`config.mk`:
```
export PLATFORM = sky130hd
export DESIGN_NAME = alternate_group_reverser_unit
export DESIGN_NICKNAME = d
export VERILOG_FILES = /design/src/hw/rtl/agr_pkg.sv /design/src/hw/rtl/agr_cell.sv /design/src/hw/rtl/alternate_group_reverser_unit.sv
export SDC_FILE = /design/constraint.sdc
export NUM_CORES = 1
export LEC_CHECK = 0
export BUFFER_PORTS_ARGS = -buffer_cell sky130_fd_sc_hd__buf_2
export CAP_MARGIN = 40
export CORE_ASPECT_RATIO = 0.8
export CORE_UTILIZATION = 50
export DETAILED_ROUTE_END_ITERATION = 10
export PLACE_DENSITY = 0.74
export REMOVE_ABC_BUFFERS = 1
export SLEW_MARGIN = 30
export SYNTH_ARGS = -nofsm -noshare
export SYNTH_HDL_FRONTEND = slang
export SYNTH_SLANG_ARGS = --single-unit
```
`constraint.sdc`:
```
create_clock -name clk_i -period 23.8 [get_ports clk_i]
set_input_delay 7.14 -clock clk_i [delete_from_list [all_inputs] [get_ports clk_i]]
set_output_delay 7.14 -clock clk_i [all_outputs]
set_load 0.01 [all_outputs]
```
`src/hw/rtl/agr_pkg.sv`:
```
`default_nettype none

package agr_pkg;

  localparam int unsigned ValueW      = 32;
  localparam int unsigned GroupSizeW  = 5;
  localparam logic [GroupSizeW-1:0] GroupSizeReset = 5'd3;

  typedef enum logic {
    StAccept,
    StDrain
  } state_e;

  // Shift control for the stack cells: push moves towards the tail, pop towards the head
  typedef struct packed {
    logic push;
    logic pop;
  } stack_op_t;

endpackage

`default_nettype wire

```
`src/hw/rtl/agr_cell.sv`:
```
`default_nettype none

module agr_cell
  import agr_pkg::*;
(
  input  wire  logic              clk_i,
  input  wire  stack_op_t         op_i,
  input  wire  logic [ValueW-1:0] prev_i,
  input  wire  logic [ValueW-1:0] next_i,
  output logic       [ValueW-1:0] value_o
);

  logic [ValueW-1:0] value_q;
  logic [ValueW-1:0] value_d;

  always_comb begin
    value_d = value_q;
    if (op_i.push) begin
      value_d = prev_i;
    end else if (op_i.pop) begin
      value_d = next_i;
    end
  end

  always_ff @(posedge clk_i) begin
    value_q <= value_d;
  end

  assign value_o = value_q;

endmodule

`default_nettype wire

```
`src/hw/rtl/alternate_group_reverser_unit.sv`:
```
// Pass-through item: result in the output register in the cycle after its transaction.
// Reversing group: items are taken one per cycle while the output slot is free; the closing
// transaction starts a drain that gives one result per cycle while the output slot is free,
// newest first, from the head of the cell chain. Input is held off during a drain.
// The drain length is the item count captured when the group closes.
// Reset (rst_ni low, asynchronous) clears phase, count and output valid; group_size is 3.
`default_nettype none

module alternate_group_reverser_unit
  import agr_pkg::*;
#(
  parameter int unsigned MAX_GROUP = 16
) (
  input  wire  logic                     clk_i,
  input  wire  logic                     rst_ni,
  input  wire  logic                     cfg_we_i,
  input  wire  logic [GroupSizeW-1:0]    cfg_wdata_i,
  input  wire  logic                     in_valid_i,
  output logic                           in_ready_o,
  input  wire  logic signed [ValueW-1:0] item_value_i,
  input  wire  logic                     list_end_i,
  output logic                           out_valid_o,
  input  wire  logic                     out_ready_i,
  output logic signed [ValueW-1:0]       out_value_o,
  output logic                           run_last_o,
  output logic                           out_list_end_o
);

  localparam int unsigned CntW = $clog2(MAX_GROUP + 1);
  localparam int unsigned CmpW = (CntW > GroupSizeW) ? CntW : GroupSizeW;
  localparam logic [CmpW-1:0] MaxGroupC = CmpW'(MAX_GROUP);
  localparam logic [CmpW-1:0] OneC      = CmpW'(1);

  state_e            state_q, state_d;
  logic [GroupSizeW-1:0] size_q;
  logic [CntW-1:0]   count_q, count_d;
  logic [CntW-1:0]   remain_q, remain_d;
  logic              phase_q, phase_d;
  logic              end_flag_q, end_flag_d;
  logic              out_valid_q, out_valid_d;
  logic [ValueW-1:0] out_value_q, out_value_d;
  logic              run_last_q, run_last_d;
  logic              out_end_q, out_end_d;

  logic              slot_free;
  logic              accept;
  logic              drain_step;
  logic              can_push;
  logic [CmpW-1:0]   eff_size;
  logic [CmpW-1:0]   size_ext;
  logic [CmpW-1:0]   count_ext;
  logic [CmpW-1:0]   cnt_inc;
  logic              closes;
  stack_op_t         stack_op;

  logic [ValueW-1:0] cell_value [MAX_GROUP];

  // Effective group size: zero counts as one, clamp to the stack depth
  assign size_ext  = CmpW'(size_q);
  assign count_ext = CmpW'(count_q);
  always_comb begin
    eff_size = size_ext;
    if (size_ext == '0) begin
      eff_size = OneC;
    end else if (size_ext > MaxGroupC) begin
      eff_size = MaxGroupC;
    end
  end

  assign slot_free = !out_valid_q || out_ready_i;
  assign can_push  = count_ext < MaxGroupC;
  assign cnt_inc   = (!phase_q && !can_push) ? count_ext : count_ext + OneC;
  assign closes    = (cnt_inc >= eff_size) || list_end_i;

  // Next state
  always_comb begin
    state_d = state_q;
    unique case (state_q)
      StAccept: begin
        if (accept && !phase_q && closes) begin
          state_d = StDrain;
        end
      end
      StDrain: begin
        if (slot_free && remain_q == CntW'(1)) begin
          state_d = StAccept;
        end
      end
      default: state_d = StAccept;
    endcase
  end

  // Handshake and stack control
  always_comb begin
    in_ready_o    = 1'b0;
    drain_step    = 1'b0;
    stack_op.push = 1'b0;
    stack_op.pop  = 1'b0;
    unique case (state_q)
      StAccept: begin
        in_ready_o    = slot_free;
        stack_op.push = in_valid_i && slot_free && !phase_q && can_push;
      end
      StDrain: begin
        drain_step   = slot_free;
        stack_op.pop = slot_free;
      end
      default: ;
    endcase
  end

  assign accept = in_valid_i && in_ready_o;

  always_comb begin
    count_d     = count_q;
    phase_d     = phase_q;
    remain_d    = remain_q;
    end_flag_d  = end_flag_q;
    out_valid_d = out_valid_q && !out_ready_i;
    out_value_d = out_value_q;
    run_last_d  = run_last_q;
    out_end_d   = out_end_q;
    if (accept) begin
      if (!phase_q) begin
        if (closes) begin
          remain_d   = CntW'(cnt_inc);
          end_flag_d = list_end_i;
          count_d    = '0;
          phase_d    = !list_end_i;
        end else begin
          count_d = CntW'(cnt_inc);
        end
      end else begin
        out_valid_d = 1'b1;
        out_value_d = item_value_i;
        run_last_d  = 1'b1;
        out_end_d   = list_end_i;
        if (closes) begin
          count_d = '0;
          phase_d = 1'b0;
        end else begin
          count_d = CntW'(cnt_inc);
        end
      end
    end
    if (drain_step) begin
      out_valid_d = 1'b1;
      out_value_d = cell_value[0];
      run_last_d  = remain_q == CntW'(1);
      out_end_d   = end_flag_q && (remain_q == CntW'(1));
      remain_d    = remain_q - CntW'(1);
    end
  end

  always_ff @(posedge clk_i or negedge rst_ni) begin
    if (!rst_ni) begin
      state_q     <= StAccept;
      size_q      <= GroupSizeReset;
      count_q     <= '0;
      phase_q     <= 1'b0;
      remain_q    <= '0;
      end_flag_q  <= 1'b0;
      out_valid_q <= 1'b0;
    end else begin
      state_q     <= state_d;
      count_q     <= count_d;
      phase_q     <= phase_d;
      remain_q    <= remain_d;
      end_flag_q  <= end_flag_d;
      out_valid_q <= out_valid_d;
      if (cfg_we_i) begin
        size_q <= cfg_wdata_i;
      end
    end
  end

  always_ff @(posedge clk_i) begin
    out_value_q <= out_value_d;
    run_last_q  <= run_last_d;
    out_end_q   <= out_end_d;
  end

  // Stack as a chain of cells: newest value sits at the head
  for (genvar i = 0; i < MAX_GROUP; i++) begin : g_cell
    logic [ValueW-1:0] prev_val;
    logic [ValueW-1:0] next_val;
    if (i == 0) begin : g_head
      assign prev_val = item_value_i;
    end else begin : g_body
      assign prev_val = cell_value[i-1];
    end
    if (i == MAX_GROUP - 1) begin : g_tail
      assign next_val = cell_value[i];
    end else begin : g_inner
      assign next_val = cell_value[i+1];
    end
    agr_cell u_cell (
      .clk_i   (clk_i),
      .op_i    (stack_op),
      .prev_i  (prev_val),
      .next_i  (next_val),
      .value_o (cell_value[i])
    );
  end

  assign out_valid_o    = out_valid_q;
  assign out_value_o    = out_value_q;
  assign run_last_o     = run_last_q;
  assign out_list_end_o = out_end_q;

  a_drain_nonempty: assert property (@(posedge clk_i) disable iff (!rst_ni)
    (state_q == StDrain) |-> (remain_q != '0))
    else $error("drain with empty stack");

  a_op_exclusive: assert property (@(posedge clk_i) disable iff (!rst_ni)
    !(stack_op.push && stack_op.pop))
    else $error("push and pop together");

  a_count_bound: assert property (@(posedge clk_i) disable iff (!rst_ni)
    (CmpW'(count_q) <= MaxGroupC) && (CmpW'(remain_q) <= MaxGroupC))
    else $error("count beyond stack depth");

  a_end_clears: assert property (@(posedge clk_i) disable iff (!rst_ni)
    (accept && list_end_i) |=> (count_q == '0 && !phase_q))
    else $error("list end did not clear phase and count");

  a_drain_blocks_input: assert property (@(posedge clk_i) disable iff (!rst_ni)
    (state_q == StDrain) |-> !in_ready_o)
    else $error("input taken during drain");

endmodule

`default_nettype wire

```
==> impl_metrics.tcl, run 1 <==
set metrics [dict create \
    yosysTopAreaCell "edfxtp_1" \
    status "completed" \
    path_cells "buf_2 > nor2b_1 > nor2_1 > buf_2" \
    required_ps 16660 \
    relSlewSlack_pct 35.1 \
    first_pass_iters 5 \
    avgRoutedWirePerCell_um 18.4 \
    crit_start "out_ready_i" \
    fp.dieArea_um2 52700 \
    power_density_nw_per_um2 87.6 \
    drtIter0Drc 996 \
    min_to "g_cell[15].u_cell.value_o[0]" \
    clock_latency_ps 590 \
    p_leak_nw 8.53 \
    rows 74 \
    routed_wirelength_mm 39.2 \
    cp_slowest_stage_delay_ps 440 \
    finalInstanceArea_um2 28100 \
    r2r-start "state_q" \
    ant_nets 0 \
    cts_num_sinks 565 \
    cts.path.max_buffers 3 \
    cts.clk_slew.worst_paths_ps 60 \
    final_cells 2132 \
    fin_skew_ps 13.8 \
    setup_violations 0 \
    fin_util_pct 55.0 \
    arrival_ps 8040 \
    multi_input_area_um2 7990 \
    timing.final.crit_share_pct 63.8 \
    cp-start-kind "primary input" \
    placed_cell_area_um2 26500 \
    hold_class "reg -> reg" \
    postCtsSetupRepairBufs 0 \
    cts.htree.levels 2 \
    ir_drop_mv 0.0587 \
    slowest_stage "nor2b_1" \
    place_inst 2034 \
    max_cap_viol_count 0 \
    rsz0062_at_grt "no" \
    r2r_slack_ps 19440 \
    port-buffer-count 78 \
    routabilityCongestion 0.762 \
    n_fill_cell 3961 \
    hpwl_mm 21.5 \
    cts_hold_buf 0 \
    cts_root_buffer "clkbuf_16" \
    synth.distinct_cells 46 \
    final_nets 1456 \
    drc_errors 0 \
    layout.cells.most_common_list "edfxtp_1 (546), mux2_4 (400), nand2_1 (113)" \
    vias 11200 \
    r2r_cells 9 \
    yosys_register_bits 565 \
    cts_tree "yes" \
    area_growth_syn_to_layout_pct 8.65 \
    ys_async_sr_fraction_pct 3.36 \
    whs_ps 449 \
    vias_per_cell 5.25 \
    maxSlewViolCount 0 \
    synthCells 1317 \
    path_class "in -> out" \
    grt_max_degree 137 \
    reg2reg_to "g_cell[14].u_cell.value_o[7]" \
    timing.final.crit_period_ps 15180 \
    fmaxAchievable_mhz 65.9 \
    core_area_um2 51100 \
    syn-cell-area_um2 25900 \
    avgSynthCellArea_um2 19.6 \
    cts_made_buffers 53 \
    finalHoldViolations 0 \
    seq_area_um2 16900 \
    tns_ps 0 \
    synth_top_area_share_pct 63.4 \
    drive_gt1_share_pct 45.6 \
    floorplan.initialDensity_pct 50.6 \
    grt_pass1_wl_mm 63.7 \
    cp-end-kind "output pin" \
    crit_top_cell "buf_2" \
    min-delay-start "g_cell[14].u_cell.value_o[0]" \
    io_pins 79 \
    grt_pass1_vias 11400 \
    hold_path_depth 0 \
    synth_area_leaders "edfxtp_1 (63%), mux2_4 (23%), mux2_2 (3.7%)" \
    ys.flop_type "edfxtp_1" \
    crit_path_max_fanout 6 \
    seq_area_frac_synth_pct 65.2 \
    cts_resized 0 \
    final_common_cell "edfxtp_1" \
    worst_slew_pin_slew_ps 974 \
    overflow 0 \
    antenna_found_initial 2 \
    die_width_um 256 \
    ys_warn_count 0 \
    synth_edf_count 546 \
    grt_usage_pct 14.9 \
    die_height_um 205 \
]
[worst max path at each step]
| stage | endpoint | cells after the start |
|---|---|---|
| final | in_ready_o | 4 |
| after global routing | in_ready_o | 4 |
| after CTS | in_ready_o | 4 |
| after detailed placement | in_ready_o | 4 |
| after global placement | in_ready_o | 4 |
| after floorplan | g_cell[0].u_cell.value_o[0] | 4 |
[cells by family after synthesis]
family                     synth area share, %
and+or+nand+nor                           2.50
xor gates and xnor gates                0.0677
buffers and inverters                     3.99
AOI/OAI and AO/OA                        0.914
DFF                                       65.2
muxes                                     26.9
adders and majority gates                0.387
[critical path: cells and delay by family]
| kind | cells | cell delay (ps) |
|---|---|---|
| and+or+nand+nor | 2 | 610 |
| buffers and inverters | 2 | 290 |
[registers in the layout (all words and copies together), names as in the netlist]
name / flops
count_ext: 5
phase_q: 1
out_list_end_o: 1
end_flag_q: 1
g_cell.u_cell.value_o: 512
remain_q: 5
size_ext: 5
state_q: 1
out_value_o: 32
out_valid_o: 1
run_last_o: 1
[power by group]
| part | internal, mW | total [mW] | switching, mW |
|---|---|---|---|
| clock network | 0.453 | 0.813 | 0.359 |
| logic | 0.120 | 0.415 | 0.294 |
| registers | 1.22 | 1.24 | 0.0204 |
| total | 1.79 | 2.46 | 0.674 |
[layer usage]
layer | wire length, µm | global-route usage [%]
met5 | 13 | 0
met1 | 20200 | 23.6
met2 | 16600 | 20.6
met3 | 1670 | 3.30
met4 | 631 | 3.64
[area by class of cell]
type | count | share of cell area (%)
tap | 684 | 3.04
clock buffer | 66 | 5.04
clock inverter | 31 | 0.792
inverter | 10 | 0.227
antenna | 1 | 0.00890
sequential | 565 | 60.0
multi-input combinational | 680 | 28.4
timing repair buffer | 95 | 2.42
[metrics by stage]
step | setup WS (ps) | total power, mW
floorplan | 4110 | 1.71
global placement | 8650 | 1.65
detailed placement | 8630 | 1.68
CTS | 8630 | 2.50
global route | 8570 | 2.57
finish | 8620 | 2.46
[synthesized netlist by cell type (2+ instances only)]
cell type and number:
dfstp_2 2, o31ai_1 2, nand2b_1 4, ha_1 8
o211ai_1 2, a21oi_1 4, mux2_4 400, buf_4 4
o21ai_0 9, and3_1 3, nor2b_1 2, nor4_1 2
nand2_1 115, o221ai_1 2, nor3_1 4, buf_2 2
clkbuf_1 9, edfxtp_1 546, nor2_1 7, nand4_1 3
mux2_2 85, buf_6 3, dfrtp_1 17, or3_1 2
nand3_1 5, o311a_1 2, buf_12 44, a22o_1 2
inv_1 8, and2_1 3
No activity file was read; power rests on OpenSTA's default activity.
==> inputs of run 2 (changes only) <==
Settings changed: PLACE_DENSITY 0.74 to 0.77.
Clock period 23.8 ns to 13.15 ns, I/O delays scaled along.
==> run 2 against run 1 <==
Net effect:
- count of clock-buffer cells in the layout is 17 higher
- hold slack worse by 5.1 ps
- die area did not move
- first-iteration DRC count is 9.8% lower
- sequential cell count is the same
- power increased by 83%
- combinational power rose by 79%
- global-route usage shrank 0.39 points
- routed wire length fell by 2.2%
- critical path type unchanged
- largest power group unchanged
==> impl_metrics.tcl, run 2 (synthesis results as in run 1) <==
set metrics [dict create \
    status "completed" \
    crit_path_max_fanout 6 \
    p_seq_share_pct 49.7 \
    seq_area_um2 16900 \
    cp_slowest_stage_delay_ps 480 \
    finalHoldViolations 0 \
    fin_util_pct 55.2 \
    core_area_um2 51100 \
    postCtsSetupRepairBufs 0 \
    cts.path.max_buffers 3 \
    slowest_stage "nor2b_1" \
    vias 11300 \
    layout.cells.most_common_list "edfxtp_1 (546), mux2_4 (400), nand2_1 (113)" \
    die_width_um 256 \
    power_density_nw_per_um2 160 \
    n_fill_cell 3848 \
    vias_per_cell 5.27 \
    routabilityCongestion 0.767 \
    critPathBufInv 2 \
    multi_input_area_um2 7990 \
    placed_cell_area_um2 26400 \
    grt_pass1_vias 11300 \
    cts_num_sinks 565 \
    worst_slew_pin_slew_ps 931 \
    overflow 0 \
    r2r-start "state_q" \
    cts_tree "yes" \
    routed_wirelength_mm 38.3 \
    cts_hold_buf 0 \
    path_class "in -> out" \
    ir_drop_mv 0.116 \
    hold_class "reg -> reg" \
    reg2reg_to "g_cell[0].u_cell.value_o[8]" \
    cp-end-kind "output pin" \
    r2r_cells 9 \
    io_pins 79 \
    area_growth_syn_to_layout_pct 9.00 \
    die_height_um 205 \
    cts_made_buffers 56 \
    antenna_found_initial 1 \
    min-delay-start "g_cell[14].u_cell.value_o[30]" \
    arrival_ps 4940 \
    cp-start-kind "primary input" \
    path_cells "buf_2 > nor2b_1 > nor2_1 > buf_2" \
    grt_max_degree 146 \
    avgRoutedWirePerCell_um 17.9 \
    tns_ps 0 \
    grt_usage_pct 14.5 \
    cts_root_buffer "clkbuf_16" \
    clock_latency_ps 600 \
    max_cap_viol_count 0 \
    cts.htree.levels 2 \
    timing.final.crit_share_pct 67.5 \
    hpwl_mm 20.8 \
    first_pass_iters 4 \
    cts.clk_slew.worst_paths_ps 60 \
    crit_start "out_ready_i" \
    path_delay_family "simple AND/OR/NAND/NOR gates" \
    floorplan.initialDensity_pct 50.6 \
    relSlewSlack_pct 37.9 \
    rsz0062_at_grt "no" \
    final_nets 1458 \
    hold_path_depth 0 \
    final_common_cell "edfxtp_1" \
    setup_slack_ps 4270 \
    r2r_slack_ps 8500 \
    p_int_mw 3.29 \
    grt_pass1_wl_mm 62.0 \
    drtIter0Drc 898 \
    p_switching_mw 1.21 \
    switching_share_pct 26.9 \
    crit_top_cell "buf_2" \
    drc_errors 0 \
    setup_violations 0 \
    fmaxAchievable_mhz 113 \
    min_to "g_cell[15].u_cell.value_o[30]" \
    ant_nets 0 \
    cts_resized 0 \
    required_ps 9200 \
    p_leak_nw 8.58 \
    rows 74 \
    drive_gt1_share_pct 45.6 \
    fp.dieArea_um2 52700 \
    dp_slack_ps 4280 \
    maxSlewViolCount 0 \
    p_clk_share_pct 33.8 \
    pwr-share-comb_pct 16.5 \
    fin_skew_ps 14.7 \
    finalInstanceArea_um2 28200 \
    largest_reg_flops 512 \
    port-buffer-count 78 \
    timing.final.crit_period_ps 8880 \
]
run 2: layer usage:
metal / up-vias / track usage (%) / routed length (µm)
li1: 5263 / - / -
met1: 5758 / 22.5 / 19500
met2: 184 / 20.6 / 16600
met3: 55 / 3.22 / 1600
met4: 2 / 3.51 / 570
met5: - / 0 / 17
run 2: worst max-delay path by stage:
stage	to	cells after the start
global placement	in_ready_o	4
CTS	in_ready_o	4
finish	in_ready_o	4
floorplan	g_cell[0].u_cell.value_o[0]	4
global route	in_ready_o	4
detailed placement	in_ready_o	4
run 2: area by class of cell:
type	instances	area share [%]
flip-flops and latches	565	59.8
diodes	1	0.00887
inverters	10	0.226
clock buffers	83	5.51
clock inverters	21	0.635
multi-input cells	680	28.3
well taps	684	3.04
repair buffers	94	2.40
run 2: power by group through the flow:
stage	Sequential [mW]	Combinational, mW	Clock, mW
6_report	2.24	0.742	1.52
2_1_floorplan	2.59	0.498	0
5_1_grt	2.24	0.805	1.64
4_1_cts	2.24	0.746	1.57
3_3_place_gp	2.28	0.704	0
3_5_place_dp	2.27	0.745	0
run 2: through the flow:
| step | total power [mW] | instances | hold WS (ps) |
|---|---|---|---|
| after floorplan | 3.09 | 1255 | 420 |
| final | 4.50 | 2138 | 444 |
| after global placement | 2.98 | 2026 | 428 |
| after CTS | 4.56 | 2135 | 452 |
| after detailed placement | 3.02 | 2031 | 436 |
| after global routing | 4.68 | 2137 | 447 |
